### src/rtl/rbe_pkg.sv
package rbe_pkg;

   // pattern store geometry
   localparam int PATTERN_DEPTH = 512;
   localparam int ADDR_W = (PATTERN_DEPTH > 1) ? $clog2(PATTERN_DEPTH) : 1;
   localparam int LEN_W = $clog2(PATTERN_DEPTH + 1);

   // repeat count
   localparam int COUNT_W = 10;
   localparam logic [COUNT_W-1:0] COUNT_MAX = 10'd999;

   // stream characters
   localparam logic [7:0] CH_SPACE = 8'h20;
   localparam logic [7:0] CH_OPEN = 8'h5B;
   localparam logic [7:0] CH_CLOSE = 8'h5D;
   localparam logic [7:0] CH_ZERO = 8'h30;
   localparam logic [7:0] CH_NINE = 8'h39;

   // request modes
   localparam logic MODE_BYTE = 1'b0;
   localparam logic MODE_DRAIN = 1'b1;

   // result kinds
   localparam logic [1:0] KIND_DATA = 2'd0;
   localparam logic [1:0] KIND_DROPPED = 2'd1;
   localparam logic [1:0] KIND_OVERFLOW = 2'd2;

   // one request as held in the input register
   typedef struct packed {
      logic       mode;
      logic [7:0] in_byte;
   } req_item_type;

endpackage

### src/rtl/rbe_input_stage.sv
module rbe_input_stage (
   input  logic                 clock,
   input  logic                 reset,
   input  logic                 req_valid,
   output logic                 req_stall,
   input  logic                 req_mode,
   input  logic [7:0]           req_in_byte,
   input  logic                 core_ready,
   output logic                 item_valid,
   output rbe_pkg::req_item_type item
);
   import rbe_pkg::*;

   logic         valid_ff, valid_in;
   req_item_type item_ff;
   logic         take;
   logic         accept;

   // the core consumes the held request when its result slot is free
   assign take = valid_ff && core_ready;
   assign req_stall = valid_ff && !core_ready;
   assign accept = req_valid && !req_stall;

   always_comb begin
      valid_in = valid_ff;
      if (accept) begin
         valid_in = 1'b1;
      end else if (take) begin
         valid_in = 1'b0;
      end
   end

   always_ff @(posedge clock) begin
      if (reset) begin
         valid_ff <= 1'b0;
      end else begin
         valid_ff <= valid_in;
      end
   end

   // request payload
   always_ff @(posedge clock) begin
      if (accept) begin
         item_ff.mode <= req_mode;
         item_ff.in_byte <= req_in_byte;
      end
   end

   assign item_valid = valid_ff;
   assign item = item_ff;

endmodule

### src/rtl/rbe_decode_core.sv
module rbe_decode_core (
   input  logic                 clock,
   input  logic                 reset,
   input  logic                 item_valid,
   input  rbe_pkg::req_item_type item,
   output logic                 core_ready,
   output logic                 rsp_valid,
   input  logic                 rsp_stall,
   output logic [7:0]           rsp_out_byte,
   output logic [1:0]           rsp_kind,
   output logic                 rsp_last_of_run
);
   import rbe_pkg::*;

   typedef enum logic [2:0] {
      PH_START,
      PH_LIT,
      PH_COUNT,
      PH_PATTERN,
      PH_EXPAND
   } phase_type;

   phase_type          phase_ff, phase_in;
   logic [COUNT_W-1:0] total_ff, total_in;
   logic [LEN_W-1:0]   len_ff, len_in;
   logic [ADDR_W-1:0]  rd_pos_ff, rd_pos_in;
   logic [COUNT_W-1:0] done_ff, done_in;

   logic               res_valid_ff, res_valid_in;
   logic [7:0]         res_byte_ff, res_byte_in;
   logic [1:0]         res_kind_ff, res_kind_in;
   logic               res_last_ff, res_last_in;
   logic               res_mem_ff, res_mem_in;

   logic [7:0]         pattern_mem [PATTERN_DEPTH];
   logic [7:0]         rd_data_ff;
   logic               wr_en;
   logic               rd_en;

   logic               take;
   logic [7:0]         b;
   logic               is_digit;
   logic [3:0]         digit_diff;
   logic [13:0]        count_prod;
   logic [COUNT_W-1:0] count_next;
   logic [LEN_W:0]     pos_inc;
   logic [COUNT_W:0]   done_inc;

   assign core_ready = !res_valid_ff || !rsp_stall;
   assign take = item_valid && core_ready;
   assign b = item.in_byte;

   // count digit accumulation with saturation
   assign is_digit = (b >= CH_ZERO) && (b <= CH_NINE);
   assign digit_diff = 4'(b - CH_ZERO);
   always_comb begin
      logic [COUNT_W-1:0] base;
      base = (phase_ff == PH_COUNT) ? total_ff : '0;
      count_prod = {1'b0, base, 3'b000} + {3'b000, base, 1'b0} + {10'd0, digit_diff};
      count_next = (count_prod > {4'd0, COUNT_MAX}) ? COUNT_MAX : count_prod[COUNT_W-1:0];
   end

   assign pos_inc = {{(LEN_W + 1 - ADDR_W){1'b0}}, rd_pos_ff} + 1'b1;
   assign done_inc = {1'b0, done_ff} + 1'b1;

   // parse and expand for the held request
   always_comb begin
      phase_in = phase_ff;
      total_in = total_ff;
      len_in = len_ff;
      rd_pos_in = rd_pos_ff;
      done_in = done_ff;
      res_valid_in = 1'b0;
      res_byte_in = 8'd0;
      res_kind_in = KIND_DATA;
      res_last_in = 1'b0;
      res_mem_in = 1'b0;
      wr_en = 1'b0;
      rd_en = 1'b0;

      if (item.mode == MODE_DRAIN) begin
         if (phase_ff == PH_EXPAND && len_ff != '0
             && {{(LEN_W - ADDR_W){1'b0}}, rd_pos_ff} < len_ff) begin
            rd_en = 1'b1;
            res_valid_in = 1'b1;
            res_mem_in = 1'b1;
            rd_pos_in = pos_inc[ADDR_W-1:0];
            if (pos_inc >= {1'b0, len_ff}) begin
               rd_pos_in = '0;
               done_in = done_inc[COUNT_W-1:0];
               if (done_inc >= {1'b0, total_ff}) begin
                  res_last_in = 1'b1;
                  phase_in = PH_LIT;
                  total_in = '0;
                  done_in = '0;
               end
            end
         end
      end else begin
         unique case (phase_ff)
            PH_START, PH_COUNT: begin
               if (is_digit) begin
                  phase_in = PH_COUNT;
                  total_in = count_next;
               end else if (phase_ff == PH_COUNT && b == CH_SPACE) begin
                  total_in = '0;
               end else if (phase_ff == PH_COUNT && b == CH_OPEN) begin
                  phase_in = PH_PATTERN;
                  len_in = '0;
               end else if (phase_ff == PH_START && b == CH_SPACE) begin
                  phase_in = PH_COUNT;
                  total_in = '0;
               end else begin
                  phase_in = PH_LIT;
                  total_in = (phase_ff == PH_COUNT) ? '0 : total_ff;
                  res_valid_in = 1'b1;
                  res_byte_in = b;
               end
            end
            PH_PATTERN: begin
               if (b == CH_CLOSE) begin
                  if (len_ff == '0 || total_ff == '0) begin
                     phase_in = PH_LIT;
                     total_in = '0;
                  end else begin
                     phase_in = PH_EXPAND;
                     rd_pos_in = '0;
                     done_in = '0;
                  end
               end else if (len_ff >= LEN_W'(PATTERN_DEPTH)) begin
                  res_valid_in = 1'b1;
                  res_kind_in = KIND_OVERFLOW;
               end else begin
                  wr_en = 1'b1;
                  len_in = len_ff + 1'b1;
               end
            end
            PH_EXPAND: begin
               res_valid_in = 1'b1;
               res_kind_in = KIND_DROPPED;
            end
            default: begin
               // literal phase: a space opens a count, anything else passes
               phase_in = PH_LIT;
               if (b == CH_SPACE) begin
                  phase_in = PH_COUNT;
                  total_in = '0;
               end else begin
                  res_valid_in = 1'b1;
                  res_byte_in = b;
               end
            end
         endcase
      end
   end

   // parse state and result register
   always_ff @(posedge clock) begin
      if (reset) begin
         phase_ff <= PH_START;
         total_ff <= '0;
         len_ff <= '0;
         rd_pos_ff <= '0;
         done_ff <= '0;
         res_valid_ff <= 1'b0;
      end else begin
         if (take) begin
            phase_ff <= phase_in;
            total_ff <= total_in;
            len_ff <= len_in;
            rd_pos_ff <= rd_pos_in;
            done_ff <= done_in;
            res_valid_ff <= res_valid_in;
            res_byte_ff <= res_byte_in;
            res_kind_ff <= res_kind_in;
            res_last_ff <= res_last_in;
            res_mem_ff <= res_mem_in;
         end else if (core_ready) begin
            res_valid_ff <= 1'b0;
         end
      end
   end

   // pattern store, read data registered alongside the result
   always_ff @(posedge clock) begin
      if (take && wr_en) begin
         pattern_mem[len_ff[ADDR_W-1:0]] <= b;
      end
      if (take && rd_en) begin
         rd_data_ff <= pattern_mem[rd_pos_ff];
      end
   end

   assign rsp_valid = res_valid_ff;
   assign rsp_out_byte = res_mem_ff ? rd_data_ff : res_byte_ff;
   assign rsp_kind = res_kind_ff;
   assign rsp_last_of_run = res_last_ff;

endmodule

### src/rtl/repeat_block_expander.sv
// repeat_block_expander
// Expands a compressed byte stream of literals and ' N[pattern]' blocks.
// Request channel (req_valid / req_stall): req_mode 0 carries a stream byte
// in req_in_byte, req_mode 1 is a drain tick asking for the next expanded
// byte. Response channel (rsp_valid / rsp_stall): rsp_out_byte, rsp_kind
// (data, dropped during expansion, pattern overflow) and rsp_last_of_run.
// A request causes zero or one response; outside an expansion, spaces,
// count digits, brackets, stored pattern bytes and idle drain ticks give none.
// A response is registered: its request passes the input register, then the
// result register with the pattern store read. Throughput: one request per
// cycle while the receiver does not stall; every request is handled in a
// single pass against a 512 byte pattern store with one write and one read
// port. When the receiver stalls, the response holds and the block keeps the
// request in its input register, then raises req_stall until the result
// slot frees up.
// Reset (synchronous, active high) returns the parser to the start of a
// stream and empties both registers; the pattern store is not cleared, as
// only bytes written for the current pattern are ever read.
module repeat_block_expander (
   input  logic       clock,
   input  logic       reset,
   input  logic       req_valid,
   output logic       req_stall,
   input  logic       req_mode,
   input  logic [7:0] req_in_byte,
   output logic       rsp_valid,
   input  logic       rsp_stall,
   output logic [7:0] rsp_out_byte,
   output logic [1:0] rsp_kind,
   output logic       rsp_last_of_run
);
   import rbe_pkg::*;

   logic         item_valid;
   req_item_type item;
   logic         core_ready;

   rbe_input_stage u_input_stage (
      .clock       (clock),
      .reset       (reset),
      .req_valid   (req_valid),
      .req_stall   (req_stall),
      .req_mode    (req_mode),
      .req_in_byte (req_in_byte),
      .core_ready  (core_ready),
      .item_valid  (item_valid),
      .item        (item)
   );

   rbe_decode_core u_decode_core (
      .clock           (clock),
      .reset           (reset),
      .item_valid      (item_valid),
      .item            (item),
      .core_ready      (core_ready),
      .rsp_valid       (rsp_valid),
      .rsp_stall       (rsp_stall),
      .rsp_out_byte    (rsp_out_byte),
      .rsp_kind        (rsp_kind),
      .rsp_last_of_run (rsp_last_of_run)
   );

endmodule

### config.mk
export PLATFORM = sky130hd
export DESIGN_NAME = repeat_block_expander
export DESIGN_NICKNAME = d
export VERILOG_FILES = /design/src/rtl/rbe_pkg.sv /design/src/rtl/rbe_input_stage.sv /design/src/rtl/rbe_decode_core.sv /design/src/rtl/repeat_block_expander.sv
export SDC_FILE = /design/constraint.sdc
export NUM_CORES = 2
export LEC_CHECK = 0
export ABC_AREA = 1
export BUFFER_PORTS_ARGS = -buffer_cell sky130_fd_sc_hd__buf_2
export CORE_AREA = 2 2 650 652
export DETAILED_ROUTE_END_ITERATION = 12
export DIE_AREA = 0 0 652 654
export SLEW_MARGIN = 20
export SYNTH_ARGS = -nofsm -noshare
export SYNTH_HDL_FRONTEND = slang
export SYNTH_HIERARCHICAL = 1
export SYNTH_SLANG_ARGS = --single-unit
### constraint.sdc
create_clock -name clock -period 9 [get_ports clock]
set_clock_uncertainty 0.1 [all_clocks]
set_input_delay 0.9 -clock clock [delete_from_list [all_inputs] [get_ports clock]]
set_output_delay 0.9 -clock clock [all_outputs]
set_load 0.02 [all_outputs]
======== Word-level counts from Yosys, hierarchy flattened ========
Memories as Yosys holds them, arrays and structs flattened. A register that Yosys moved wholly into a read port is not among the register bits.
Cells that the tools add are included.
word-level totals
  RAM bits ................................ 4096
  register bits ........................... 65
  latch bits .............................. 0
  bits in read-only memories .............. 0
  logic and storage cells ................. 164
  output and inout bits ................... 13
  memories ................................ 1
memory list
  memory                     words  width  rd ports  clocked after memory_dff  write ports  line                   source
  u_decode_core.pattern_mem  512    8      1         1                         1            rbe_decode_core.sv:35  logic [7:0] pattern_mem [PATTERN_DEPTH];
cells by class
  reductions and logical operators ........ 36
  bitwise gates (word level) .............. 2
  muxes and demuxes ....................... 78
  order comparisons ....................... 7
  div/mod/pow operators ................... 0
  shifts and indexed selects .............. 0
  $mul .................................... 0
  add/subtract/negate cells ............... 6
  equal/unequal tests ..................... 21
operators by type and width
  kind                   count
  $mux 10                26
  $mux 9                 6
  $mux 8                 6
  $pmux 10 s3            1
  $mux 3                 9
  $ge 11x10->1           2
  $mux 1                 21
  $logic_not 10->1       2
  $pmux 10 s2            1
  $eq 8x7->1 const B     2
  $pmux 8 s2             1
  $add 13x11->14         1
  $add 14x4->14          1
  $gt 14x10->1 const B   1
  $ne 2x2->1 const B     6
  $add 10x1->11 const B  1
  $logic_and 1x1->1      11
  $add 10x1->10 const B  1
  $add 9x1->10 const B   1
  $ge 10x10->1 const B   1
  $lt 9x10->1            1
  $reduce_and 10->1      1
  $reduce_bool 10->1     1
  $reduce_bool 2->1      5
  27 further kinds       41

======== Depth between registers and ports, before layout ========
  depth after elaboration ................. 9
  mapped depth ............................ 23
  gate-level depth less buffers ........... 23

======== Hierarchy ========
Netlist, hierarchy kept.
modules (own cells, without submodules)
  module           sequential area each (µm²)  area an instance (µm²)  cells an instance  times used
  rbe_decode_core  124459.4                    171025.3                14756              1
  rbe_input_stage  290.3                       316.6                   16                 1

======== Worst setup path before layout ========
No wires, ideal clock.
  path kind ............................... reg-to-reg
  from .................................... register u_input_stage.item_ff, in the netlist u_input_stage/item[1]
  to ...................................... memory u_decode_core.pattern_mem[511][0] (enable)
  path buffers ............................ 1
  library setup time ...................... 370 ps
  arrival ................................. 8956 ps
  stages on the path, launching flop included .. 10
  path slack .............................. -426 ps
  required time ........................... 8530 ps
  path through ............................ edfxtp_1 > inv_1 > nand3_1 > nand2_2 > nor3_4 > inv_2 > nor3_4 > nand2_4 > buf_6 > nor2_1
between the ends
  longest elaborated chain between the ends .. 7
RTL lines
  what                          line                    source
  from (decl)                   rbe_input_stage.sv:15   req_item_type item_ff;
  $eq 8x7->1                    rbe_decode_core.sv:121  if (b == CH_CLOSE) begin
  $mux 1                        rbe_decode_core.sv:121
  $mux 1                        rbe_decode_core.sv:100  unique case (phase_ff)
  $mux 1                        rbe_decode_core.sv:81   if (item.mode == MODE_DRAIN) begin
  $logic_and 1x1->1             rbe_decode_core.sv:186  if (take && wr_en) begin
  $mux 1                        rbe_decode_core.sv:186
  $mux 1 (not written as such)  rbe_decode_core.sv:187  pattern_mem[len_ff[ADDR_W-1:0]] <= b;
  to (decl)                     rbe_decode_core.sv:35
Every way passes these cells.

======== Final worst setup path ========
  from .................................... register u_decode_core.rd_pos_ff[0]
  to ...................................... register u_decode_core.rd_data_ff[0] (read register of u_decode_core.pattern_mem), data pin
between the ends
  longest elaborated chain between the ends .. 5
RTL lines
  what                    line                    source
  from (decl)             rbe_decode_core.sv:26   logic [ADDR_W-1:0] rd_pos_ff, rd_pos_in;
  from (signal assigned)  rbe_decode_core.sv:171  rd_pos_ff <= rd_pos_in;
  $lt 9x10->1             rbe_decode_core.sv:83   && {{(LEN_W - ADDR_W){1'b0}}, rd_pos_ff} < len_ff) begin
  $logic_and 1x1->1       rbe_decode_core.sv:83
  $mux 1                  rbe_decode_core.sv:82   if (phase_ff == PH_EXPAND && len_ff != '0
  $mux 1                  rbe_decode_core.sv:81
  $logic_and 1x1->1       rbe_decode_core.sv:189  if (take && rd_en) begin
  to (decl)               rbe_decode_core.sv:36   logic [7:0] rd_data_ff;
Parallel ways exist; a longest one is shown, timed or not.
A chain may end at the register's enable or synchronous reset.

==> impl_results.html <==
<table>
<tr><th>Metric</th><th>Value</th></tr>
<tr><th colspan="2">Outcome</th></tr>
<tr><td>Result of the run</td><td>finished, final reports clean</td></tr>
<tr><th colspan="2">Route</th></tr>
<tr><td>Number of iterations in the first detailed-routing pass</td><td>12</td></tr>
<tr><td>Mean number of vias per cell</td><td>5.56</td></tr>
<tr><td>Number of vias after detailed routing</td><td>between 100k and 150k</td></tr>
<tr><td>DR DRC count</td><td>0</td></tr>
<tr><td>Antenna violation net count after detailed routing</td><td>0</td></tr>
<tr><td>Violation count after the first detailed-route iteration</td><td>13700</td></tr>
<tr><td>Detailed Route WL</td><td>481000 um</td></tr>
<tr><td>Average wire length per cell after detail routing</td><td>23.7 um</td></tr>
<tr><th colspan="2">Place</th></tr>
<tr><td>Placed cell count</td><td>roughly 20000</td></tr>
<tr><td>Placer's final routability congestion estimate</td><td>0.855</td></tr>
<tr><td>Half-perimeter wire length after placement</td><td>261000 um</td></tr>
<tr><td>Port buffer count</td><td>25</td></tr>
<tr><th colspan="2">Synthesis</th></tr>
<tr><td>Number of distinct standard cells referenced by the synthesized netlist</td><td>slightly above 40</td></tr>
<tr><td>Post-synthesis instance total</td><td>14800</td></tr>
<tr><td>Cell types occupying the most area after synthesis</td><td>edfxtp_1 (72%), nand3_1 (11%), nand2_1 (9.4%)</td></tr>
<tr><td>Primary flip-flop cell chosen by synthesis mapping</td><td>edfxtp_1</td></tr>
<tr><td>Total of flip-flops plus latches after synthesis</td><td>4169</td></tr>
<tr><td>Synth warnings</td><td>6</td></tr>
<tr><td>Avg Cell Area, Syn</td><td>11.6 um^2</td></tr>
<tr><td>Area fraction of the dominant cell type after synthesis</td><td>72.3%</td></tr>
<tr><td>Synth cell count leaders</td><td>nand2_1 (4279), edfxtp_1 (4125), nand3_1 (3776), nor2_1 (748), buf_2 (429)</td></tr>
<tr><td>Leading area contributor after synthesis</td><td>edfxtp_1</td></tr>
<tr><td>Asr flop ratio synth</td><td>0%</td></tr>
<tr><td>Net count after synthesis</td><td>around 15000</td></tr>
<tr><td>Cell with the most instances after synthesis</td><td>nand2_1</td></tr>
<tr><td>Portion of the post-synthesis area used by sequential elements</td><td>72.8%</td></tr>
<tr><td>Number of flops mapped to enable cells by yosys</td><td>4125</td></tr>
<tr><td>Post-synthesis cell area</td><td>171000 um^2</td></tr>
<tr><th colspan="2">Die</th></tr>
<tr><td>IO Pins</td><td>26</td></tr>
<tr><td>Effective utilization at floorplan</td><td>40.9%</td></tr>
<tr><td>Die ar.</td><td>roughly 430000 um^2</td></tr>
<tr><td>Chip Height</td><td>654 um</td></tr>
<tr><td>Core area</td><td>~420000 um^2</td></tr>
<tr><td>Chip Width</td><td>652 um</td></tr>
<tr><td>Cell Rows</td><td>approximately 240</td></tr>
<tr><th colspan="2">Timing</th></tr>
<tr><td>Setup violation total in the final timing report</td><td>0</td></tr>
<tr><td>Max Slew Vio Count</td><td>0</td></tr>
<tr><td>Hold violation total from the final report</td><td>0</td></tr>
<tr><td>Tightest Pin Transition</td><td>1.19 ns</td></tr>
<tr><td>Max frequency</td><td>approximately 0.2 GHz</td></tr>
<tr><td>Unrepaired setup endpoints after global routing</td><td>false</td></tr>
<tr><td>Minimum period implied by the final worst setup slack</td><td>5.03 ns</td></tr>
<tr><td>Final Cycle Share</td><td>roughly 56%</td></tr>
<tr><td>Worst max-slew margin expressed relative to the limit</td><td>20.1%</td></tr>
<tr><td>Final hold slack</td><td>0.112 ns</td></tr>
<tr><th colspan="2">Setup path</th></tr>
<tr><td>Worst endpoint required time</td><td>9.71 ns</td></tr>
<tr><td>Kind of cell adding the most delay to the critical path</td><td>simple AND/OR/NAND/NOR gates</td></tr>
<tr><td>Setup CP Type</td><td>reg2reg</td></tr>
<tr><td>Critical register-to-register path startpoint</td><td>u_decode_core/rd_pos_ff[0]</td></tr>
<tr><td>Reg2reg path depth</td><td>13</td></tr>
<tr><td>Type of destination of the critical path</td><td>flip-flop</td></tr>
<tr><td>Critical path's most frequent cell</td><td>nand3_1</td></tr>
<tr><td>Slack of the worst reg-to-reg path</td><td>3.97 ns</td></tr>
<tr><td>Delay of the slowest critical-path stage</td><td>0.75 ns</td></tr>
<tr><td>Combined buffer and inverter count along the critical path</td><td>3</td></tr>
<tr><td>Largest fanout of any net on the critical path</td><td>115</td></tr>
<tr><td>Destination of the worst register-to-register timing path</td><td>u_decode_core/rd_data_ff[0]</td></tr>
<tr><td>Critical path, cell by cell</td><td>inv_8 -&gt; buf_12 -&gt; buf_4 -&gt; nand2_1 -&gt; nand3_1 -&gt; nand3_1 -&gt; nand3_1 -&gt; nand3_1 -&gt; nand3_1 -&gt; nand3_1 -&gt; nand3_1 -&gt; nand3_1 -&gt; nand2_1</td></tr>
<tr><td>Worst path arrival time</td><td>~5.7 ns</td></tr>
<tr><td>Sort of element at the start of the critical path</td><td>flip-flop</td></tr>
<tr><td>Slowest-stage cell, CP</td><td>buf_4</td></tr>
<tr><th colspan="2">Worst hold path</th></tr>
<tr><td>Worst Hold Class</td><td>in2reg</td></tr>
<tr><td>Startpoint of the lowest-slack hold path</td><td>req_valid</td></tr>
<tr><td>Cell depth of the worst hold path</td><td>3</td></tr>
<tr><td>End point of the most critical hold path</td><td>u_input_stage/item_valid</td></tr>
<tr><th colspan="2">Clocking</th></tr>
<tr><td>CTS max path bufs</td><td>4</td></tr>
<tr><td>H-tree Lvls</td><td>5</td></tr>
<tr><td>Hold Buf Count CTS</td><td>9</td></tr>
<tr><td>Post-CTS sizing</td><td>0</td></tr>
<tr><td>Setup fix buffers added after clock tree synthesis</td><td>0</td></tr>
<tr><td>Root buffer selected by CTS</td><td>clkbuf_16</td></tr>
<tr><td>Worst-path clk slew</td><td>0.06 ns</td></tr>
<tr><td>TritonCTS clock tree</td><td>yes</td></tr>
<tr><td>Clock latency on the worst-skew pair</td><td>0.96 ns</td></tr>
<tr><td>Total CTS buffers</td><td>417</td></tr>
<tr><td>Clock sinks</td><td>4169</td></tr>
<tr><th colspan="2">Global route</th></tr>
<tr><td>Wire length of the first global-routing pass</td><td>711000 um</td></tr>
<tr><td>Maximum number of pins on one net before global-route repair</td><td>193</td></tr>
<tr><td>Number of antenna violations at the first check in global routing</td><td>14</td></tr>
<tr><td>Global-route congestion overflow total</td><td>0</td></tr>
<tr><td>GR Util All Layers</td><td>between 20% and 30%</td></tr>
<tr><td>Via count of the first global-routing pass</td><td>107000</td></tr>
<tr><th colspan="2">Cells and area</th></tr>
<tr><td>Layout net count</td><td>14500</td></tr>
<tr><td>Layout area overhead</td><td>11.1%</td></tr>
<tr><td>Non-filler instance count after layout</td><td>20300</td></tr>
<tr><td>Share of cells above drive strength 1</td><td>6.80%</td></tr>
<tr><th colspan="2">Job</th></tr>
<tr><td>Maximum Capacitance Violations</td><td>0</td></tr>
<tr><th colspan="2">Pwr</th></tr>
<tr><td>Maximum VDD drop</td><td>181 uV</td></tr>
<tr><td>Pwr per Cell Area</td><td>210 nW/um^2</td></tr>
<tr><td>Leakage power total</td><td>around 0.066 uW</td></tr>
<tr><td>Power consumption</td><td>between 30000 and 40000 uW</td></tr>
</table>
-- through the flow --
step / setup WS [ns] / util [%] / setup TNS [ns] / area (um^2)
global route: 3.84 / 45.4 / 0 / 190000
detailed placement: 4.15 / 42.2 / 0 / 177000
global placement: 4.13 / 42.2 / 0 / 177000
finish: 3.97 / 45.4 / 0 / 190000
floorplan: -0.273 / - / -869.98 / 172000
CTS: 4.14 / 45.4 / 0 / 190000
-- worst min-delay path: cells and delay by family --
| family | cells | cell delay [ns] |
|---|---|---|
| compound gates | 1 | 0.07 |
| buf+inv | 2 | 0.16 |
-- flip-flops by register name, indices dropped and copies added, names as in the netlist --
register and cells:
u_decode_core/rsp_last_of_run 1, u_input_stage/item_valid 1, u_decode_core/rsp_kind 2, u_decode_core/res_mem_ff 1, u_decode_core/rd_pos_ff 9, u_decode_core/done_ff 10
u_decode_core/phase_ff 3, u_decode_core/len_ff 10, u_decode_core/total_ff 10, u_decode_core/res_byte_ff 8, u_decode_core/rsp_valid 1, u_decode_core/rd_data_ff 8
u_decode_core/pattern_mem 4096, u_input_stage/item 9
-- final cells by class --
type                    count  area [um^2]
clock inverters           264         2400
fillers                 37700       229000
repair buffers            228         2150
flip-flops and latches   4169       125000
well taps                5520         6910
inverters                 298         1160
diodes                      1         2.50
clock buffers             507        10900
multi-input cells        9324        42000
-- per-layer routing --
layer | global-route usage, % | routed length [um] | part of all wire [%]
met5 | 0 | 42 | 0.0087
met2 | 35.0 | 224000 | 46
met1 | 30.9 | 202000 | 42
met4 | 8.01 | 18600 | 3.9
met3 | 2.91 | 37300 | 7.8
-- logic make-up (layout without fill, tap and decap cells) --
family / Yosys count / after routing / share of synthesized area (%)
simple gates: 8962 / 8962 / 22.6
flops: 4169 / 4169 / 72.8
buf+inv: 1279 / 1297 / 3.15
compound gates: 277 / 277 / 0.884
fa+ha+maj: 55 / 55 / 0.406
xor+xnor: 22 / 22 / 0.112
mux: 8 / 8 / 0.0526
other cells: 0 / 1 / 0
-- how the worst max path moves through the flow --
stage	startpoint	end	depth (start not counted)
after floorplan	u_input_stage/item[1]	u_decode_core/pattern_mem[374][0]	8
after global placement	u_decode_core/rd_pos_ff[1]	u_decode_core/rd_data_ff[3]	12
after detailed placement	u_decode_core/rd_pos_ff[1]	u_decode_core/rd_data_ff[0]	12
after CTS	u_decode_core/rd_pos_ff[1]	u_decode_core/rd_data_ff[6]	12
after global routing	u_decode_core/rd_pos_ff[1]	u_decode_core/total_ff[3]	19
final	u_decode_core/rd_pos_ff[0]	u_decode_core/rd_data_ff[0]	13
-- report_power, final --
group / internal [uW] / total [uW] / switching [uW] / leakage (uW)
sequential: 21300 / 21400 / 20.0 / 0.0374
combinational: 302 / 1450 / 1150 / 0.0216
clock: 9690 / 17100 / 7420 / 0.00649
total: 31300 / 39900 / 8580 / 0.0656
-- placed cells by master (no fill, tap or decap), types with 5 or more instances in the layout --
master and instances:
nand2_1 4263, edfxtp_1 4125, nand3_1 3776, nor2_1 636
clkbuf_16 424, inv_1 277, buf_4 157, o21ai_0 130
clkinv_1 114, a21oi_1 91, nor3_1 91, clkbuf_1 81
clkinv_2 79, nor2_4 70, ha_1 54, nor2_2 46
o211ai_1 43, dfxtp_1 37, bufinv_16 36, buf_12 35
buf_2 25, or2_2 24, xor2_1 21, nand2_4 21
clkinvlp_4 18, nand4_1 17, dlygate4sd3_1 9, inv_6 8
mux2_2 8, clkinv_4 7, clkinv_8 6, inv_2 6
dfxtp_4 6, nand2_2 5
Power figures use the tool's default switching activity.
